<file path="config.mk">
export PLATFORM = sky130hd
export DESIGN_NAME = wtfe_div
export DESIGN_NICKNAME = d
export VERILOG_FILES = /design/src/design/wtfe_pkg.sv /design/src/design/wtfe_div.sv
export SDC_FILE = /design/constraint.sdc
export NUM_CORES = 1
export LEC_CHECK = 0
export BUFFER_PORTS_ARGS = -buffer_cell sky130_fd_sc_hd__buf_2
export CAP_MARGIN = 20
export CORE_UTILIZATION = 59
export CTS_CLUSTER_DIAMETER = 60
export CTS_CLUSTER_SIZE = 20
export DETAILED_ROUTE_END_ITERATION = 10
export PLACE_DENSITY = 0.86
export SLEW_MARGIN = 20
export SYNTH_ARGS = -nofsm -noshare
export SYNTH_HDL_FRONTEND = slang
export SYNTH_SLANG_ARGS = --single-unit
</file>
<file path="constraint.sdc">
create_clock -name clk -period 20.1 [get_ports clk]
set_input_delay 1.005 -clock clk [delete_from_list [all_inputs] [get_ports clk]]
set_output_delay 1.005 -clock clk [all_outputs]
set_load 0.02 [all_outputs]
</file>
<file path="src/design/wtfe_pkg.sv">
// shared types and constants for the windowed trade feature engine
`default_nettype none

package wtfe_pkg;

  localparam int PRICE_W     = 24;
  localparam int QTY_W       = 24;
  localparam int TIME_W      = 48;
  localparam int CFG_W       = 7;
  localparam int RET_FRAC    = 24;
  localparam int RET_W       = 49;
  localparam int VWAP_FRAC   = 16;
  localparam int VWAP_W      = 40;
  localparam int IMB_FRAC    = 15;
  localparam int IMB_W       = 16;
  localparam int VOL_W       = 32;
  localparam int RATE_W      = 32;
  localparam int RATE_SCALE  = 256000;
  localparam int RATE_SCALE_W = 18;
  localparam int SQ_LO_W     = 25;
  localparam int MUL_W       = 25;
  localparam int SQRT_W      = 64;
  localparam int SQRT_STEPS  = 32;
  localparam int SQRT_CNT_W  = 5;

  localparam logic [CFG_W-1:0] WINDOW_RESET = 7'd64;
  localparam logic [IMB_W-1:0] IMB_MAX      = 16'h7fff;

  typedef struct packed {
    logic [PRICE_W-1:0] price;
    logic [QTY_W-1:0]   qty;
    logic               side;
    logic [TIME_W-1:0]  tstamp;
    logic               rflag;
    logic [RET_W-1:0]   ret;
  } entry_t;

  typedef struct packed {
    logic busy;
    logic done;
  } div_status_t;

endpackage

`default_nettype wire

</file>
<file path="src/design/wtfe_div.sv">
// radix-2 restoring divider, one quotient bit per cycle, caller-set length
`default_nettype none

module wtfe_div #(
  parameter int NUM_W = 106,
  parameter int DEN_W = 48,
  parameter int LEN_W = 7
) (
  input  logic                  clk,
  input  logic                  rst,
  input  logic                  start,
  input  logic [NUM_W-1:0]      num,
  input  logic [DEN_W-1:0]      den,
  input  logic [LEN_W-1:0]      len,
  output wtfe_pkg::div_status_t status,
  output logic [NUM_W-1:0]      quo
);
  import wtfe_pkg::*;

  logic [DEN_W-1:0] rem;
  logic [DEN_W-1:0] dsr;
  logic [LEN_W-1:0] cnt;
  logic             busy;
  logic             done;
  logic [DEN_W:0]   trial;
  logic             ge;

  always_comb begin
    trial = {rem, quo[NUM_W-1]};
    ge    = trial >= {1'b0, dsr};
  end

  always_ff @(posedge clk) begin
    if (rst) begin
      busy <= 1'b0;
      done <= 1'b0;
    end else begin
      done <= 1'b0;
      if (start) begin
        busy <= 1'b1;
        rem  <= '0;
        quo  <= num;
        dsr  <= den;
        cnt  <= len;
      end else if (busy) begin
        rem <= ge ? DEN_W'(trial - {1'b0, dsr}) : DEN_W'(trial);
        quo <= {quo[NUM_W-2:0], ge};
        cnt <= cnt - LEN_W'(1);
        if (cnt == LEN_W'(1)) begin
          busy <= 1'b0;
          done <= 1'b1;
        end
      end
    end
  end

  assign status = '{busy: busy, done: done};

endmodule

`default_nettype wire
</file>
==> impl_metrics.csv <==
group,metric,value,unit
status,status,"completed",
clocking,cts_buffers,17,
drt,drt_iter0_drc,601,
cells_and_area,layout-drive-gt1-share,35.99,%
clocking,hold_buffers,0,
pwr,powerDensity,86.03,mW/mm2
place,io_buffers,271,
grt,track_usage,26.76,%
critical_path,critPathBufInv,3,
timing,worstMarginPinSlew,1.047,ns
critical_path,path_class,"in -> reg",
min_path,hold_path.class,"reg -> reg",
clocking,cts_resized,0,
clocking,post_cts_buffers,0,
clocking,cts.sinks,211,
place,routabilityCongestion,0.8652,
logic_synthesis,yosys.area.top_type,"edfxtp_1",
timing,rsz0062_at_grt,"no",
drt,drc,0,
die,die_h,142.5,um
critical_path,crit_path_start_kind,"primary input",
logic_synthesis,synth_top_flop_cell,"edfxtp_1",
grt,antenna_found_initial,4,
timing,fmax,233.3,MHz
logic_synthesis,synth_cells,947,
critical_path,crit_fanout,103,
grt,grt_max_degree,104,
critical_path,cp-end-kind,"flip-flop",
clocking,cts_tree,"built",
timing,setup_viol,0,
logic_synthesis,yosysSeqAreaShare,54.27,%
cells_and_area,syn_to_final_growth,17.43,%
pwr,pwr-share-seq,46.6,%
clocking,clock-root-buffer,"clkbuf_16",
place,place_ws,15.32,ns
pwr,switchingPower,0.3560,mW
pwr,p_comb_share,26.3,%
pwr,p_leak,5.751,nW
logic_synthesis,synth_fp_nets,1162,
timing,finalMaxSlewViolations,0,
job,cap_violations,0,
logic_synthesis,synth_top_cell_area_share,53.92,%
logic_synthesis,ys_types,67,
critical_path,critPathRequiredTime,20.23,ns
die,die_area,0.02029,mm2
logic_synthesis,async_flop_share,0,%
critical_path,rrSetupSlack,16.32,ns
drt,via_count,8272,
critical_path,crit_path_cell_trace,"buf_6 -> nor2_1 -> nor2_4 -> buf_4 -> buf_4",
drt,wl_per_cell,18.61,um
timing,slew_headroom,30.05,%
grt,grt_pass1_vias,8283,
drt,via_per_inst,5.627,
timing,tns,0,ns
die,fp.coreArea,0.01940,mm2
die,ios,272,
cells_and_area,nNetsFinal,1411,
clocking,clk_pin_slew,0.08,ns
grt,grt_pass1_wl,42080,um
timing,layout_min_cycle_time,4.286,ns
place,dpl.hpwl,19900,um
pwr,ir_drop,0.07491,mV
drt,firstDrtPassIters,7,
die,die_w,142.5,um
logic_synthesis,yosys_warnings,0,
logic_synthesis,synth-seq-cells,211,
logic_synthesis,yosys-top-cells-area,"edfxtp_1 54%, mux2_2 10%, ha_1 5.4%",
grt,grt.overflow.total,0,
clocking,clockBufferDepth,3,
die,rows,51,
critical_path,cpMostUsedCell,"buf_4",
critical_path,critical_path.slowest_cell,"nor2_4",
pwr,clkPwrFrac,27.1,%
logic_synthesis,netlist_area,0.01164,mm2
critical_path,cp_slowest_stage_delay,0.84,ns
drt,drtAntennaViolNets,0,
clocking,htree_levels,1,
cells_and_area,stdcell_count,1470,
pwr,power_switching_share,30.28,%
timing,hold_violations,0,
timing,skew,0.02532,ns
place,dp.cells,1442,
die,initial_core_util,60.00,%
logic_synthesis,synth_area_per_cell,12.29,um2
critical_path,crit_family,"buffers and inverters",
critical_path,arrival,4.41,ns
cells_and_area,fin_util,70.45,%
clocking,clk_latency,0.50,ns
drt,wirelength,27360,um
logic_synthesis,synth_edf_count,209,
timing,fin_crit_sh,21.32,%
pwr,intPower,0.8198,mW
timing,timing.final.ws_setup,15.81,ns
path summary, 6_finish.rpt:
path / start / endpoint / depth (start not counted)
max: start / cnt[5] / 5
min: busy / done / 1
max reg2reg: quo[105] / rem[42] / 13
min reg2reg: busy / done / 1
area by class of cell:
type                    count  area [um2]
clock inverters             8       65.06
multi-input cells         623        4865
fillers                  1413        5732
diodes                      2       5.005
clock buffers              18       429.2
well taps                 265       331.6
repair buffers            277        1408
flip-flops and latches    211        6316
inverters                  66       247.7
synth_stat cells (4+ instances only):
cell	count
nor2_1	78
xnor2_1	29
a211oi_1	5
a21oi_1	54
nor3_1	5
or3_1	7
o31ai_1	5
o21bai_1	8
edfxtp_1	209
a21o_1	19
mux2_2	106
o21ai_0	22
buf_6	6
o21a_1	8
and3_1	7
clkbuf_1	35
nor2b_1	11
ha_1	50
nand4_1	12
inv_1	66
xor2_1	15
a31oi_1	9
mux2i_1	36
nand3_1	15
nand2_1	53
or2_2	4
a211oi_2	10
nor4_1	6
buf_2	4
power by group through the flow:
stage	clock, mW	combinational (mW)	sequential, mW
3_3_place_gp	0	0.297	0.556
2_1_floorplan	0	0.218	0.574
5_1_grt	0.336	0.339	0.552
4_1_cts	0.323	0.308	0.548
6_report	0.319	0.309	0.548
3_5_place_dp	0	0.305	0.557
kinds of logic after synthesis:
family	synth area share [%]
AOI/OAI and AO/OA	10.89
xor gates and xnor gates	3.311
adders and majority gates	5.547
buffers and inverters	4.139
DFF	54.27
muxes	13.35
and+or+nand+nor	8.493
stage by stage:
stage | hold WS (ns) | power, mW | area [um2]
2_1_floorplan | 0.4793 | 0.7917 | 11640
3_3_place_gp | 0.4933 | 0.8522 | 13170
3_5_place_dp | 0.5026 | 0.8624 | 13170
4_1_cts | 0.5305 | 1.179 | 13660
5_1_grt | 0.5395 | 1.227 | 13660
6_report | 0.5347 | 1.176 | 13670
state kept, by name, summed over array words and instances (netlist names):
register and count:
rem 48, busy 1, quo 106, cnt 7, done 1, dsr 48
placed cells by master, fill, tap and decap left out, types with 3 or more instances in the layout:
cell / Yosys / final
nand2b_1: 3 / 3
o31ai_1: 5 / 5
or3_1: 7 / 7
edfxtp_1: 209 / 209
and3_1: 7 / 7
clkinv_1: 0 / 3
o211ai_1: 3 / 3
o21a_1: 8 / 8
o21ai_0: 22 / 22
a211oi_2: 10 / 10
clkbuf_16: 0 / 17
o21bai_1: 8 / 8
buf_4: 2 / 6
a211oi_1: 5 / 5
nor2b_1: 11 / 11
a21o_1: 19 / 19
nand4_1: 12 / 12
nand2_1: 53 / 53
inv_1: 66 / 66
or2_2: 4 / 4
nor2_1: 78 / 76
mux2i_1: 36 / 36
nand3_1: 15 / 15
xnor2_1: 29 / 29
nor3_1: 5 / 5
or2_1: 3 / 3
buf_2: 4 / 270
o21ai_1: 3 / 3
mux2_2: 106 / 106
xor2_1: 15 / 15
ha_1: 50 / 50
nor4_1: 6 / 6
a21oi_1: 54 / 54
a31oi_1: 9 / 9
metal layers:
layer / share of wire [%] / global-route usage (%) / wire length, um
met5: 0.11 / 0 / 29
met3: 6.3 / 6.191 / 1736
met2: 51 / 47.14 / 13940
met4: 4.0 / 10.81 / 1085
met1: 39 / 31.46 / 10570
Power figures use the tool's default switching activity.
